## src/sv/acv_pkg.sv

```systemverilog
`timescale 1ns / 1ps
// Shared types, constants and helper functions for the adapter container verifier.
package acv_pkg;

   localparam int TAG_BYTES      = 32;
   localparam int HEADER_BYTES   = 276;
   localparam int LEN_BITS       = 32;
   localparam int NUM_LANES      = 4;
   localparam int LANE_BYTES     = 8;
   localparam int MIN_FILE_BYTES = HEADER_BYTES + TAG_BYTES;
   localparam int FILL_BITS      = $clog2(TAG_BYTES) + 1;

   localparam int OFF_VERSION = 8;
   localparam int OFF_IN      = 240;
   localparam int OFF_OUT     = 244;
   localparam int OFF_RANK    = 248;
   localparam int OFF_ALPHA   = 252;
   localparam int OFF_SEED    = 260;

   localparam int PRIME_SHIFT    = 40;
   localparam int PRIME_LOW_BITS = 10;

   localparam logic [63:0] LANE_SEED [NUM_LANES] = '{
      64'hCBF29CE484222325, 64'h9E3779B97F4A7C15,
      64'hD1B54A32D192ED03, 64'hA3B1C2D3E4F5061F
   };
   // each prime is 2^40 plus a small low part
   localparam logic [PRIME_LOW_BITS-1:0] LANE_PRIME_LOW [NUM_LANES] = '{
      10'h1B3, 10'h1D1, 10'h1E5, 10'h20F
   };

   // status codes
   localparam logic [2:0] ST_OK      = 3'd0;
   localparam logic [2:0] ST_MAGIC   = 3'd1;
   localparam logic [2:0] ST_VERSION = 3'd2;
   localparam logic [2:0] ST_FORMAT  = 3'd3;
   localparam logic [2:0] ST_MAC     = 3'd4;

   // register indexes
   localparam int CSR_INDEX_BITS = 3;
   localparam logic [CSR_INDEX_BITS-1:0] CSR_MAGIC    = 3'd0;
   localparam logic [CSR_INDEX_BITS-1:0] CSR_VERSION  = 3'd1;
   localparam logic [CSR_INDEX_BITS-1:0] CSR_MAX_IN   = 3'd2;
   localparam logic [CSR_INDEX_BITS-1:0] CSR_MAX_OUT  = 3'd3;
   localparam logic [CSR_INDEX_BITS-1:0] CSR_MAX_RANK = 3'd4;

   typedef logic [LEN_BITS-1:0] count_type;

   typedef struct packed {
      logic [7:0] data_byte;
      logic       last;
   } req_word_type;

   typedef struct packed {
      logic [2:0]         status;
      logic signed [31:0] input_dim;
      logic signed [31:0] output_dim;
      logic signed [31:0] rank_value;
      logic [31:0]        alpha_bits;
      logic [63:0]        seed_value;
   } rsp_word_type;

   typedef struct packed {
      logic [63:0] magic;
      logic [31:0] version;
      logic [31:0] in_dim;
      logic [31:0] out_dim;
      logic [31:0] rank;
      logic [31:0] alpha;
      logic [63:0] seed;
   } capture_type;

   typedef struct packed {
      logic short_file;
      logic saturated;
      logic length_ok;
   } check_type;

   // xor in one byte, then multiply by 2^40 + low part as shifted adds
   function automatic logic [63:0] fnv_step(logic [63:0] h, logic [7:0] b,
                                            logic [PRIME_LOW_BITS-1:0] low);
      logic [63:0] x;
      logic [63:0] acc;
      x   = h ^ {56'd0, b};
      acc = x << PRIME_SHIFT;
      for (int i = 0; i < PRIME_LOW_BITS; i++) begin
         if (low[i]) begin
            acc = acc + (x << i);
         end
      end
      return acc;
   endfunction

   function automatic logic dim_ok(logic [31:0] v, logic [30:0] limit);
      return !v[31] && (v != 32'd0) && (v[30:0] <= limit);
   endfunction

   function automatic logic alpha_ok(logic [31:0] bits);
      logic nan;
      nan = (bits[30:23] == 8'hFF) && (bits[22:0] != 23'd0);
      return !bits[31] && (bits != 32'd0) && !nan;
   endfunction

endpackage

```

## src/sv/acv_tagcheck.sv

```systemverilog
`timescale 1ns / 1ps
// Tag delay line, four hash lanes and the final tag compare.
module acv_tagcheck
   import acv_pkg::*;
(
   input  logic       clock,
   input  logic       reset,
   input  logic       step,
   input  logic [7:0] data_byte,
   input  logic       last,
   output logic       tag_match
);

   logic [7:0]           delay_ff [TAG_BYTES];
   logic [7:0]           delay_in [TAG_BYTES];
   logic [63:0]          lane_ff  [NUM_LANES];
   logic [63:0]          lane_in  [NUM_LANES];
   logic [FILL_BITS-1:0] fill_ff;
   logic                 absorb;

   // lanes take the byte leaving the delay line once it is full
   assign absorb = fill_ff[FILL_BITS-1];

   always_comb begin
      for (int i = 0; i < TAG_BYTES - 1; i++) begin
         delay_in[i] = delay_ff[i+1];
      end
      delay_in[TAG_BYTES-1] = data_byte;
      for (int k = 0; k < NUM_LANES; k++) begin
         lane_in[k] = absorb ? fnv_step(lane_ff[k], delay_ff[0], LANE_PRIME_LOW[k])
                             : lane_ff[k];
      end
   end

   always_comb begin
      tag_match = 1'b1;
      for (int k = 0; k < NUM_LANES; k++) begin
         for (int i = 0; i < LANE_BYTES; i++) begin
            if (delay_in[k*LANE_BYTES + i] != lane_in[k][8*i +: 8]) begin
               tag_match = 1'b0;
            end
         end
      end
   end

   always_ff @(posedge clock) begin
      if (reset || (step && last)) begin
         fill_ff <= '0;
         for (int i = 0; i < TAG_BYTES; i++) begin
            delay_ff[i] <= 8'd0;
         end
         for (int k = 0; k < NUM_LANES; k++) begin
            lane_ff[k] <= LANE_SEED[k];
         end
      end else if (step) begin
         if (!absorb) begin
            fill_ff <= fill_ff + FILL_BITS'(1);
         end
         for (int i = 0; i < TAG_BYTES; i++) begin
            delay_ff[i] <= delay_in[i];
         end
         for (int k = 0; k < NUM_LANES; k++) begin
            lane_ff[k] <= lane_in[k];
         end
      end
   end

endmodule

```

## config.mk

```make
export PLATFORM = sky130hd
export DESIGN_NAME = acv_tagcheck
export DESIGN_NICKNAME = d
export VERILOG_FILES = /design/src/sv/acv_pkg.sv /design/src/sv/acv_tagcheck.sv
export SDC_FILE = /design/constraint.sdc
export NUM_CORES = 2
export LEC_CHECK = 0
export ABC_AREA = 1
export ABC_CLOCK_PERIOD_IN_PS = 20400
export BUFFER_PORTS_ARGS = -buffer_cell sky130_fd_sc_hd__clkbuf_2
export CORE_UTILIZATION = 55
export CTS_CLUSTER_DIAMETER = 40
export DETAILED_ROUTE_END_ITERATION = 16
export PLACE_DENSITY_LB_ADDON = 0.05
export RECOVER_POWER = 100
export SYNTH_ARGS = -nofsm -noshare
export SYNTH_HDL_FRONTEND = slang
export SYNTH_SLANG_ARGS = --single-unit
export TNS_END_PERCENT = 5
```

## constraint.sdc

```tcl
create_clock -name clock -period 20.4 [get_ports clock]
set_input_delay 4.08 -clock clock [delete_from_list [all_inputs] [get_ports clock]]
set_output_delay 4.08 -clock clock [all_outputs]
set_load 0.01 [all_outputs]
```

; ---- Word-level counts from Yosys, hierarchy flattened
; Memories as Yosys holds them, arrays and structs flattened.
; Cells that the tools add are included.
[totals]
ff_bits = 6
output_inout_bits = 1
inputBits = 12
mem_count = 2
mem_bits_rw = 512
[classes]
muxes = 78
bitwise = 41
n_addsub = 23
n_reduce_logical = 3
eq_ne = 32
[mem_list]
columns = name, depth, width, rd, rd_ports_with_merged_regs, write_ports, line_no
row1 = delay_ff, 32, 8, 32, 0, 32, acv_tagcheck.sv:14  ; logic [7:0] delay_ff [TAG_BYTES];
row2 = lane_ff, 4, 64, 4, 0, 4, acv_tagcheck.sv:16  ; logic [63:0] lane_ff [NUM_LANES];
[op_table]
columns = cell, count
row1 = $add A64 B64 Y64, 22
row2 = $mux W64, 8
row3 = $mux W8, 32
row4 = $ne A8 B8 Y1, 32
row5 = $xor A64 B8 Y64, 4
row6 = $mux W1, 37
row7 = $or A1 B1 Y1, 36
row8 = $add A6 B1 Y6 const B, 1
row9 = $mux W6, 1
row10 = $reduce_and A2 Y1, 1
row11 = $logic_and A1 B1 Y1, 1
row12 = $logic_or A1 B1 Y1, 1
row13 = $not A1 Y1, 1

; ---- Logic depth before layout (Yosys ltp)
; An unclocked memory read counts as a cell.
[logic_depth]
ltp_word = 42
mapped_depth = 40
mapped_depth_nobuf = 39

; ---- Least setup slack after synthesis
; OpenSTA, ideal clock, no wires.
[synth_path]
kind = input to register
startpoint = input port last
endpoint = memory delay_ff[0][0], enable pin
stages = 2
t_required_ps = 16758
setup_time_ps = 3642
setup_slack_ps = 4137
arrival_ps = 12621
path_cell_list = a21oi_1 nand2_1
[synth_rtl]
columns = element, line_no
row1 = start: declaration, acv_tagcheck.sv:10  ; input logic last,
row2 = end: declaration, acv_tagcheck.sv:14

==> metrics <==
CTS tree done; critical path endpoint category register; reg-to-reg setup timing slack 13320 ps; post-synthesis cell area 0.0705 mm2; CP startpoint kind primary input; Synth Register Bits 518; worst relative slew slack -2.27; critical path type in -> reg; Critical Path Fanout Max 106; total negative slack 0 ps; worst ir drop on vdd 0.0000933 V; Final Hold Vio Count 0; top_reg_cell synth edfxtp_1; critical hold path startpoint fill_ff[4]; clock share of power 0.177; hold buffers post-CTS 0; DRT Pass-1 Iters 8; Sw Ratio 0.550; Slowest Stage Delay on Critical Path 4630 ps; max-slew violation count 885; MaxCap Viol Count 14; clock latency on the worst-skew pair 730 ps; RePlAce Congestion 1.05; Tcrit/Tclk final 0.791; worst slack, placed 8480 ps; syn_nets 10700; Int Pwr 0.00416 W; drt drc 0; worst flop-to-flop path startpoint delay_ff[0][4]; hpwl dp 212 mm; DR vias 62700; Clock Path Buffers 3; Clock transition at path regs 60 ps; CP max stage cell clkinvlp_2; Iteration-0 DRC Markers 6787; FF/Latch Area 0.0155 mm2; sequential power share 0.142; CTS root buffer clkbuf_16; RSZ-0062 raised after global routing no; Power Total 0.00925 W; failing checks capacitance limit, slew limit; Gate Count Post-Synth 9364; syn_area_per_cell 7.53 um2; H-tree level count 3; register area share after synthesis 0.220; area added between synthesis and finish 7.07%; hold endpoint fill_ff[5]; final worst slack 4270 ps; hold depth 2; Core Rows 130; layout cells sized above 1 0.0428; vias in the first global route 62100; outcome finished, violations left; die width 360 um; PwrDens 123 mW/mm2; first-pass GRT wire length 382 mm; worst r2r path cells 19; Setup Fix Bufs, Post-CTS 0; Least-Margin Pin Slew 4910 ps; Yosys warnings 0; Post-CTS Resized 0; Post-synth EDFFs 512; Ports 13; CP Cell Sequence clkbuf_1 > a21oi_1 > clkinvlp_2 > nor2_1 > clkinvlp_2 > buf_4 > buf_4 > nor2_1; number of fill cells in the layout 11600; Util after Layout 0.597; final layout net count 10700; clk_skew 45.6 ps; Combinational Power Share 0.682; Initial Util 0.558; multi-input logic area 0.0457 mm2; port bufs 12; minimum clock period 16130 ps; Worst EP arrival 16580 ps; switching power 0.00508 W; Setup-failing EPs final 0; Total Routing Usage GR 0.397; r2r endpoint lane_ff[2][63]; total grt overflow 0; die area 0.130 mm2; Num CTS Buffers 98; Avg WL per Cell 23.0 um; Worst Path Required 20850 ps; static leakage 38.1 nW; vias per cell 5.64; Core ar. 0.126 mm2; HP Class reg -> reg; Netlist cell types 55; ANT nets after route 0; fmax 62.0 MHz; asr flop ratio synth 0; overall routed net length 256 mm; Die Ht 360 um; largest net degree at the start of global routing 150; number of clock sinks 518; initial antenna violation count 4
==> worst max-delay path, delay by kind of cell <==
kind,cells,cell delay (ps)
buf+inv,5,8750
simple gates,2,3180
compound gates,1,300
==> worst max path at each step <==
stage               cells past startpoint               end      startpoint
global route                            8  delay_ff[0][103]            step
global placement                       29         tag_match  delay_ff[0][7]
detailed placement                     32         tag_match  delay_ff[0][7]
floorplan                               2    delay_ff[0][0]            last
CTS                                    29         tag_match  delay_ff[0][7]
finish                                  8  delay_ff[0][103]            step
==> routing by layer <==
metal,wire [um],GRT usage,part of all wire
met4,14600,0.191,0.057
met2,116000,0.633,0.45
met3,25700,0.0817,0.10
met1,99300,0.517,0.39
met5,19,0,0.000074
==> metrics by stage <==
stage / instance area, um2 / instances / hold slack [ps]
floorplan: 70500 / 9364 / 473
global placement: 72300 / 10900 / 484
detailed placement: 72300 / 10900 / 499
CTS: 75500 / 11100 / 502
global route: 75500 / 11100 / 525
finish: 75500 / 11100 / 505
==> flip-flops by register name (all words and copies together) (netlist names) <==
| register | count |
|---|---|
| fill_ff | 6 |
| lane_ff | 256 |
| delay_ff | 256 |
==> final cells by class <==
cell class,instances,area share
Antenna cell,3,0.0000995
Clock buffer,106,0.0332
Clock inverter,75,0.00968
Inverter,2309,0.115
Multi-Input combinational cell,6409,0.606
Sequential cell,518,0.205
Tap cell,1650,0.0274
Timing Repair Buffer,43,0.00370
==> layout by cell type, fill, tap and decap left out, drive strengths merged, types with 62 or more instances in the layout <==
cell,instances
a21oi,339
o21ai,239
xnor2,62
edfxtp,512
ha,404
or2,114
nor2,973
clkbuf,128
nand2,2227
nand3,806
nand4,122
fa,876
inv,2338
==> cell usage after synthesis, drive strengths merged (11+ instances only) <==
cell | instances | area share
nand4 | 122 | 0.011
nand3 | 806 | 0.059
clkbuf | 61 | 0.0034
a31oi | 14 | 0.0012
or2 | 114 | 0.010
nor4 | 11 | 0.00098
inv | 2308 | 0.12
xnor2 | 62 | 0.0077
buf | 67 | 0.0053
ha | 404 | 0.072
o21ai | 239 | 0.017
fa | 876 | 0.25
edfxtp | 512 | 0.22
nor2 | 973 | 0.053
a21oi | 339 | 0.025
xor2 | 61 | 0.0076
a21o | 21 | 0.0022
o21bai | 27 | 0.0030
nand2 | 2227 | 0.12
o21a | 17 | 0.0018
o211ai | 27 | 0.0029
nor3 | 39 | 0.0030
==> cell families after synthesis <==
group,Yosys count,share of synthesized area
DFF,518,0.220
buffers and inverters,2437,0.132
and+or+nand+nor,4308,0.258
xor gates and xnor gates,123,0.0153
AOI/OAI and AO/OA,698,0.0550
adders and majority gates,1280,0.321
==> power by group through the flow <==
stage | logic, W | registers, W | clock network [W]
floorplan | 0.00427 | 0.00131 | 0
global placement | 0.00610 | 0.00132 | 0
detailed placement | 0.00613 | 0.00132 | 0
CTS | 0.00617 | 0.00130 | 0.00164
global route | 0.00695 | 0.00132 | 0.00168
finish | 0.00630 | 0.00131 | 0.00163
(Power assumes the default switching activity.)
