File: config.mk
export PLATFORM = sky130hd
export DESIGN_NAME = acv_capture
export DESIGN_NICKNAME = d
export VERILOG_FILES = /design/src/sv/acv_pkg.sv /design/src/sv/acv_capture.sv
export SDC_FILE = /design/constraint.sdc
export NUM_CORES = 2
export LEC_CHECK = 0
export ABC_AREA = 1
export BUFFER_PORTS_ARGS = -buffer_cell sky130_fd_sc_hd__buf_2
export CORE_MARGIN = 10
export CORE_UTILIZATION = 55
export DETAILED_ROUTE_END_ITERATION = 6
export PLACE_DENSITY = 0.79
export SYNTH_ARGS = -nofsm -noshare
export SYNTH_HDL_FRONTEND = slang
export SYNTH_SLANG_ARGS = --single-unit
File: constraint.sdc
create_clock -name clock -period 11.1 [get_ports clock]
set_input_delay 2.22 -clock clock [delete_from_list [all_inputs] [get_ports clock]]
set_output_delay 2.22 -clock clock [all_outputs]
set_load 0.02 [all_outputs]
File: src/sv/acv_pkg.sv
`timescale 1ns / 1ps
// Shared types, constants and helper functions for the adapter container verifier.
package acv_pkg;

   localparam int TAG_BYTES      = 32;
   localparam int HEADER_BYTES   = 276;
   localparam int LEN_BITS       = 32;
   localparam int NUM_LANES      = 4;
   localparam int LANE_BYTES     = 8;
   localparam int MIN_FILE_BYTES = HEADER_BYTES + TAG_BYTES;
   localparam int FILL_BITS      = $clog2(TAG_BYTES) + 1;

   localparam int OFF_VERSION = 8;
   localparam int OFF_IN      = 240;
   localparam int OFF_OUT     = 244;
   localparam int OFF_RANK    = 248;
   localparam int OFF_ALPHA   = 252;
   localparam int OFF_SEED    = 260;

   localparam int PRIME_SHIFT    = 40;
   localparam int PRIME_LOW_BITS = 10;

   localparam logic [63:0] LANE_SEED [NUM_LANES] = '{
      64'hCBF29CE484222325, 64'h9E3779B97F4A7C15,
      64'hD1B54A32D192ED03, 64'hA3B1C2D3E4F5061F
   };
   // each prime is 2^40 plus a small low part
   localparam logic [PRIME_LOW_BITS-1:0] LANE_PRIME_LOW [NUM_LANES] = '{
      10'h1B3, 10'h1D1, 10'h1E5, 10'h20F
   };

   // status codes
   localparam logic [2:0] ST_OK      = 3'd0;
   localparam logic [2:0] ST_MAGIC   = 3'd1;
   localparam logic [2:0] ST_VERSION = 3'd2;
   localparam logic [2:0] ST_FORMAT  = 3'd3;
   localparam logic [2:0] ST_MAC     = 3'd4;

   // register indexes
   localparam int CSR_INDEX_BITS = 3;
   localparam logic [CSR_INDEX_BITS-1:0] CSR_MAGIC    = 3'd0;
   localparam logic [CSR_INDEX_BITS-1:0] CSR_VERSION  = 3'd1;
   localparam logic [CSR_INDEX_BITS-1:0] CSR_MAX_IN   = 3'd2;
   localparam logic [CSR_INDEX_BITS-1:0] CSR_MAX_OUT  = 3'd3;
   localparam logic [CSR_INDEX_BITS-1:0] CSR_MAX_RANK = 3'd4;

   typedef logic [LEN_BITS-1:0] count_type;

   typedef struct packed {
      logic [7:0] data_byte;
      logic       last;
   } req_word_type;

   typedef struct packed {
      logic [2:0]         status;
      logic signed [31:0] input_dim;
      logic signed [31:0] output_dim;
      logic signed [31:0] rank_value;
      logic [31:0]        alpha_bits;
      logic [63:0]        seed_value;
   } rsp_word_type;

   typedef struct packed {
      logic [63:0] magic;
      logic [31:0] version;
      logic [31:0] in_dim;
      logic [31:0] out_dim;
      logic [31:0] rank;
      logic [31:0] alpha;
      logic [63:0] seed;
   } capture_type;

   typedef struct packed {
      logic short_file;
      logic saturated;
      logic length_ok;
   } check_type;

   // xor in one byte, then multiply by 2^40 + low part as shifted adds
   function automatic logic [63:0] fnv_step(logic [63:0] h, logic [7:0] b,
                                            logic [PRIME_LOW_BITS-1:0] low);
      logic [63:0] x;
      logic [63:0] acc;
      x   = h ^ {56'd0, b};
      acc = x << PRIME_SHIFT;
      for (int i = 0; i < PRIME_LOW_BITS; i++) begin
         if (low[i]) begin
            acc = acc + (x << i);
         end
      end
      return acc;
   endfunction

   function automatic logic dim_ok(logic [31:0] v, logic [30:0] limit);
      return !v[31] && (v != 32'd0) && (v[30:0] <= limit);
   endfunction

   function automatic logic alpha_ok(logic [31:0] bits);
      logic nan;
      nan = (bits[30:23] == 8'hFF) && (bits[22:0] != 23'd0);
      return !bits[31] && (bits != 32'd0) && !nan;
   endfunction

endpackage

File: src/sv/acv_capture.sv
`timescale 1ns / 1ps
// Byte counter, header field capture and payload length check.
module acv_capture
   import acv_pkg::*;
(
   input  logic        clock,
   input  logic        reset,
   input  logic        step,
   input  logic [7:0]  data_byte,
   input  logic        last,
   output capture_type fields_in,
   output check_type   chk
);

   localparam count_type COUNT_MAX = '1;

   count_type   count_ff;
   count_type   count_in;
   count_type   total;
   capture_type fields_ff;
   logic        sat;
   logic [62:0] units_ff;
   logic [64:0] target_ff;

   function automatic logic in_win(count_type p, count_type base, count_type len);
      return (p >= base) && (p < base + len);
   endfunction

   assign sat      = (count_ff == COUNT_MAX);
   assign total    = count_ff + count_type'(1);
   assign count_in = last ? '0 : (sat ? count_ff : total);

   always_comb begin
      fields_in = fields_ff;
      if (count_ff < count_type'(8)) begin
         fields_in.magic = {data_byte, fields_ff.magic[63:8]};
      end
      if (in_win(count_ff, count_type'(OFF_VERSION), count_type'(4))) begin
         fields_in.version = {data_byte, fields_ff.version[31:8]};
      end
      if (in_win(count_ff, count_type'(OFF_IN), count_type'(4))) begin
         fields_in.in_dim = {data_byte, fields_ff.in_dim[31:8]};
      end
      if (in_win(count_ff, count_type'(OFF_OUT), count_type'(4))) begin
         fields_in.out_dim = {data_byte, fields_ff.out_dim[31:8]};
      end
      if (in_win(count_ff, count_type'(OFF_RANK), count_type'(4))) begin
         fields_in.rank = {data_byte, fields_ff.rank[31:8]};
      end
      if (in_win(count_ff, count_type'(OFF_ALPHA), count_type'(4))) begin
         fields_in.alpha = {data_byte, fields_ff.alpha[31:8]};
      end
      if (in_win(count_ff, count_type'(OFF_SEED), count_type'(8))) begin
         fields_in.seed = {data_byte, fields_ff.seed[63:8]};
      end
   end

   always_ff @(posedge clock) begin
      if (reset) begin
         count_ff  <= '0;
         fields_ff <= '0;
      end else if (step) begin
         count_ff  <= count_in;
         fields_ff <= last ? '0 : fields_in;
      end
   end

   // Dims settle at offset 251; the file end is at least 56 bytes later,
   // so two stages of lag on the expected length are harmless.
   always_ff @(posedge clock) begin
      units_ff  <= 63'(fields_ff.rank[30:0]) *
                   63'({1'b0, fields_ff.in_dim[30:0]} + {1'b0, fields_ff.out_dim[30:0]});
      target_ff <= {units_ff, 2'b00} + 65'(MIN_FILE_BYTES);
   end

   assign chk.short_file = !sat && (count_ff < count_type'(MIN_FILE_BYTES - 1));
   assign chk.saturated  = sat;
   assign chk.length_ok  = (65'(total) == target_ff);

endmodule

-- Yosys cells after proc, flatten, opt, wreduce, memory -nomap -nowiden
Cells that the tools add are included.
- register bits after elaboration: 448
- bits of input ports: 12
- output and inout port bits: 291
- word-level logic and storage cells: 50
- add/subtract/negate cells: 3
- multipliers: 1
- order comparisons: 14
- equality and inequality tests: 3
- muxes and demuxes: 10
- reductions and logical operators: 9
- operator list (operator ; count):
    two-way mux 288 bit ; 1
    two-way mux 32 bit ; 7
    greater-or-equal comparator 32 x 8 -> 1 bit, second input constant ; 4
    two-way mux 64 bit ; 2
    < comparator 32 x 8 -> 1 bit, second input constant ; 3
    < comparator 32 x 9 -> 1 bit, second input constant ; 3
    adder 65 x 9 -> 65 bit, second input constant ; 1
    equality test 32 x 65 -> 1 bit ; 1
    < comparator 32 x 4 -> 1 bit, second input constant ; 2
    multiplier 31 x 32 -> 63 bit ; 1
    adder 31 x 31 -> 32 bit ; 1
    adder 32 x 1 -> 32 bit, second input constant ; 1
    equality test 32 bit, second input constant ; 1
    greater-or-equal comparator 32 x 4 -> 1 bit, second input constant ; 1
    greater-or-equal comparator 32 x 9 -> 1 bit, second input constant ; 1
    logical AND 1 bit ; 7
    inequality test 2 bit, second input constant ; 1
    AND reduction 2 bit ; 1
    logical NOT 1 bit ; 1

-- Depth between registers and ports, before layout
- depth in word-level cells: 4
- gate-level depth with buffers: 42
- mapped depth without buffers: 41

-- Least setup slack after synthesis
OpenSTA, ideal clock, no wires.
- path type: flip-flop to flip-flop
- start: register fields_ff[128] (netlist bit)
- end: register units_ff[48]
- setup time: 72 ps
- arrival time: 7872 ps
- required time: 11028 ps
- setup slack: 3156 ps
- cell stages (with the launch flop): 38
- buffers on the path: 1
- clock period less this slack: 7944 ps
- cell sequence: dfxtp_1 -> ha_1 -> inv_1 -> fa_1 -> o21ai_1 -> a21oi_2 -> o21ai_1 -> nand2_1 -> nand2_1 -> or2_2 -> nand2_2 -> inv_1 -> buf_2 -> nand2_1 -> fa_1 -> inv_1 -> fa_1 -> fa_1 -> [2 not listed] -> inv_1 -> fa_1 -> fa_1 -> fa_1 -> inv_1 -> fa_1 -> inv_1 -> ha_1 -> nand2_1 -> nor2_1 -> inv_1 -> nor2_1 -> inv_1 -> nor2_1 -> nand3_1 -> or2_2 -> nand3_1 -> xor2_1
- cells in the longest elaborated chain, start to end: 2
- RTL lines (item ; RTL line ; RTL):
    start: declaration ; acv_capture.sv:20 ; capture_type fields_ff;
    start signal: assignment ; acv_capture.sv:64 ; fields_ff <= last ? '0 : fields_in;
    adder 31 x 31 -> 32 bit ; acv_capture.sv:72 ; 63'({1'b0, fields_ff.in_dim[30:0]} + {1'b0, fields_ff.out_dim[30:0]});
    multiplier 31 x 32 -> 63 bit ; acv_capture.sv:71 ; units_ff <= 63'(fields_ff.rank[30:0]) *
    end signal: assignment ; acv_capture.sv:71 ;
    end: declaration ; acv_capture.sv:22 ; logic [62:0] units_ff;
Every way passes these cells.
A chain may end at the register's enable or synchronous reset.

-- Final worst setup path
- start: register fields_ff[160] (netlist bit)
- end: register units_ff[51]
Same word-level chain as after synthesis.

==> run_results.csv <==
group,metric,value,unit
run_status,status,"complete, but fails checks",
run_status,violations,"design-rule violations",
clock_network,post_cts_buffers,0,
timing,slew_viol_final,0,
placement,gp_congestion,1.02,
floorplanning,start_util,55.4,%
synthesis,yosysTopAreaCell,"fa_1",
placement,post-dp-hpwl,153000,um
routing,wl_met3,26300,um
floorplanning,rows,116,
worst_setup_path,crit_type,"reg2reg",
floorplanning,dieArea,114000,um2
timing,hold-worst-slack,0.414,ns
worst_setup_path,crit_top_cell,"nand2_1",
power,p_sw_share,23.1,%
routing,routed.top_layer,"met5",
global_route,grt_pass1_vias,50600,
routing,dr.pass1.iters,7,
global_route,grt_max_degree,182,
synthesis,synth.area.top_cells,"fa_1 31%, dfxtp_1 16%, nand2_1 11%",
timing,rsz0062_at_grt,"no",
timing,finalHoldViolCount,0,
clock_network,clk_latency,0.63,ns
flow_run,cap_violations,0,
worst_setup_path,slowest_stage,"nand2_1",
synthesis,ys_seq_area_share,16.1,%
synthesis,ys_types,57,
placement,placed_cell_area,57900,um2
timing,setup_tns,0,ns
synthesis,synth_warnings,0,
global_route,grt_first_pass_wirelength,300000,um
routing,wl_met1,73000,um
synthesis,synth_nets,8548,
timing,tightest_slew,1.26,ns
worst_setup_path,worstPathRequired,11.61,ns
synthesis,synth_area,55400,um2
routing,wl_met2,83500,um
synthesis,avgSynthCellArea,7.51,um2
floorplanning,ioPinCount,303,
synthesis,synth_ff_type,"dfxtp_1",
global_route,antenna_found_initial,6,
worst_setup_path,slowest_delay,0.72,ns
routing,wl_per_cell,22.1,um
worst_setup_path,crit_path_max_fanout,16,
clock_network,cts_buffer_depth,3,
floorplanning,coreArea,100000,um2
timing,final.period_utilization,90.0,%
worst_setup_path,startpoint_type,"flop",
finish,fin_nets,8656,
clock_network,cts-resized-gates,0,
worst_setup_path,crit_path_end_kind,"flop",
global_route,grt_remaining_overflow,0,
timing,setup_violations,0,
floorplanning,fp.dieW,337,um
finish,drive_gt1_share,8.24,%
synthesis,synth-seq-cells,446,
timing,fin_skew,0.0271,ns
clock_network,cts_tree,"built",
routing,vias,50900,
worst_setup_path,critical_path_arrival,10.50,ns
timing,relSlewSlack,15.7,%
finish,area_growth,7.63,%
finish,nFillCells,9055,
power,leakagePower,28.1,nW
routing,ant_nets,0,
routing,routed_wirelength,195000,um
placement,dp.cells,8734,
routing,drt_iter0_markers,5563,
timing,fin_crit,9.99,ns
clock_network,cts_made_buffers,48,
clock_network,path_clk_slew,0.06,ns
finish,post-route-util,59.6,%
clock_network,ctsHoldBuffers,0,
power,powerDensity,57.4,nW/um2
global_route,track_usage,34.2,%
power,power.share.clock,50.6,%
min_path,min-delay-path-class,"reg2reg",
clock_network,htree_levels,2,
synthesis,synthArstFlopShare,0,%
power,combPwrFrac,2.6,%
placement,io_buffers,302,
timing,max_freq,0.100,GHz
synthesis,yosysTopAreaCellShare,31.3,%
floorplanning,die_h,337,um
power,internal_power,2.64,mW
power,seqPwrFrac,46.8,%
routing,drcViolationCount,32,
power,p_sw,0.790,mW
synthesis,synth_edf_count,0,
clock_network,cts_root_buf,"clkbuf_16",
finish,final_area,59600,um2
routing,vias_per_cell,5.77,
clock_network,clock-sinks,446,
power,ir_worst_vdd,101,uV
finish,layout.cells.non_filler,8827,
synthesis,syn_inst,7378,
## critical path: cells and delay by family, from the launching register on
family | cells | cell delay [ns]
AO/OA/AOI/OAI | 7 | 1.48
AND/OR/NAND/NOR | 11 | 2.18
buffers and inverters | 7 | 0.56
flip-flops | 1 | 0.38
XOR/XNOR | 1 | 0.16
adder cells (fa/ha/maj) | 11 | 5.06
## cell usage after synthesis, types with 12 or more instances
| cell type | number |
|---|---|
| o21a_1 | 111 |
| o21ai_0 | 126 |
| a21oi_1 | 468 |
| buf_1 | 13 |
| nand4_1 | 31 |
| a21o_1 | 12 |
| nand2_2 | 17 |
| nand3_1 | 319 |
| dfxtp_1 | 446 |
| inv_2 | 14 |
| o21ai_1 | 53 |
| o211ai_1 | 84 |
| a21oi_2 | 13 |
| inv_1 | 1342 |
| ha_1 | 291 |
| xnor2_1 | 34 |
| or2_2 | 20 |
| clkbuf_1 | 249 |
| buf_2 | 76 |
| fa_1 | 867 |
| nor4_1 | 19 |
| nand2_1 | 1647 |
| clkinv_1 | 16 |
| o21ai_2 | 41 |
| xor2_1 | 103 |
| nor3_1 | 48 |
| nor2_1 | 828 |
## state kept, by name, summed over array words and instances (netlist names)
name and count:
fields_ff 288, target_ff 63, units_ff 63, count_ff 32
## kinds of logic after synthesis
logic type	after synthesis	share of synthesized area, %
simple gates	2962	21.7
buf+inv	1726	12.0
xor+xnor	140	2.29
compound gates	946	10.0
fa+ha+maj	1158	37.9
flops	446	16.1
## metal layers
| metal | GRT usage (%) | vias to the layer above |
|---|---|---|
| met5 | 0.564 | - |
| met4 | 17.9 | 10 |
| met3 | 11.5 | 789 |
| met2 | 51.8 | 3056 |
| met1 | 43.1 | 24400 |
| li1 | - | 22700 |
## final timing paths
check | start | end | slack, ns | depth (start not counted)
worst max-delay path | fields_ff[160]$_SDFFE_PP0P_ | units_ff[51]$_DFF_P_ | 1.11 | 37
worst min-delay path | units_ff[0]$_DFF_P_ | target_ff[2]$_DFF_P_ | 0.41 | 1
worst max register to register | fields_ff[160]$_SDFFE_PP0P_ | units_ff[51]$_DFF_P_ | 1.11 | 37
worst min register to register | units_ff[0]$_DFF_P_ | target_ff[2]$_DFF_P_ | 0.41 | 1
## final cells by class
cell class | instances | area (um2) | share of cell area [%]
diodes | 5 | 12.5 | 0.0210
clock buffers | 70 | 1410 | 2.36
well taps | 1298 | 1620 | 2.72
flip-flops and latches | 446 | 8930 | 15.0
clock inverters | 18 | 290 | 0.487
multi-input cells | 5206 | 39900 | 66.8
inverters | 1372 | 5160 | 8.65
repair buffers | 412 | 2360 | 3.96
## metrics by stage
stage               setup WS (ns)  power, mW
finish                       1.11       3.43
global route                0.582       3.51
CTS                          1.35       3.45
detailed placement           1.34       1.73
global placement             1.44       1.73
floorplan                    3.16       1.70
## power by group through the flow
| stage | Combinational (mW) | Clock, mW | Sequential (mW) |
|---|---|---|---|
| after CTS | 0.0882 | 1.75 | 1.60 |
| final | 0.0899 | 1.73 | 1.60 |
| after floorplan | 0.0601 | 0 | 1.64 |
| after detailed placement | 0.0878 | 0 | 1.64 |
| after global routing | 0.0941 | 1.81 | 1.60 |
| after global placement | 0.0886 | 0 | 1.64 |
## cells in the final DEF, fill, tap and decap left out, types with 109 or more instances in the layout
master,n
fa_1,867
o21ai_0,126
nand3_1,318
o21a_1,111
inv_1,1342
ha_1,291
buf_2,301
buf_4,109
nor2_1,827
dfxtp_1,446
a21oi_1,468
nand2_1,1646
(Power assumes the default switching activity.)
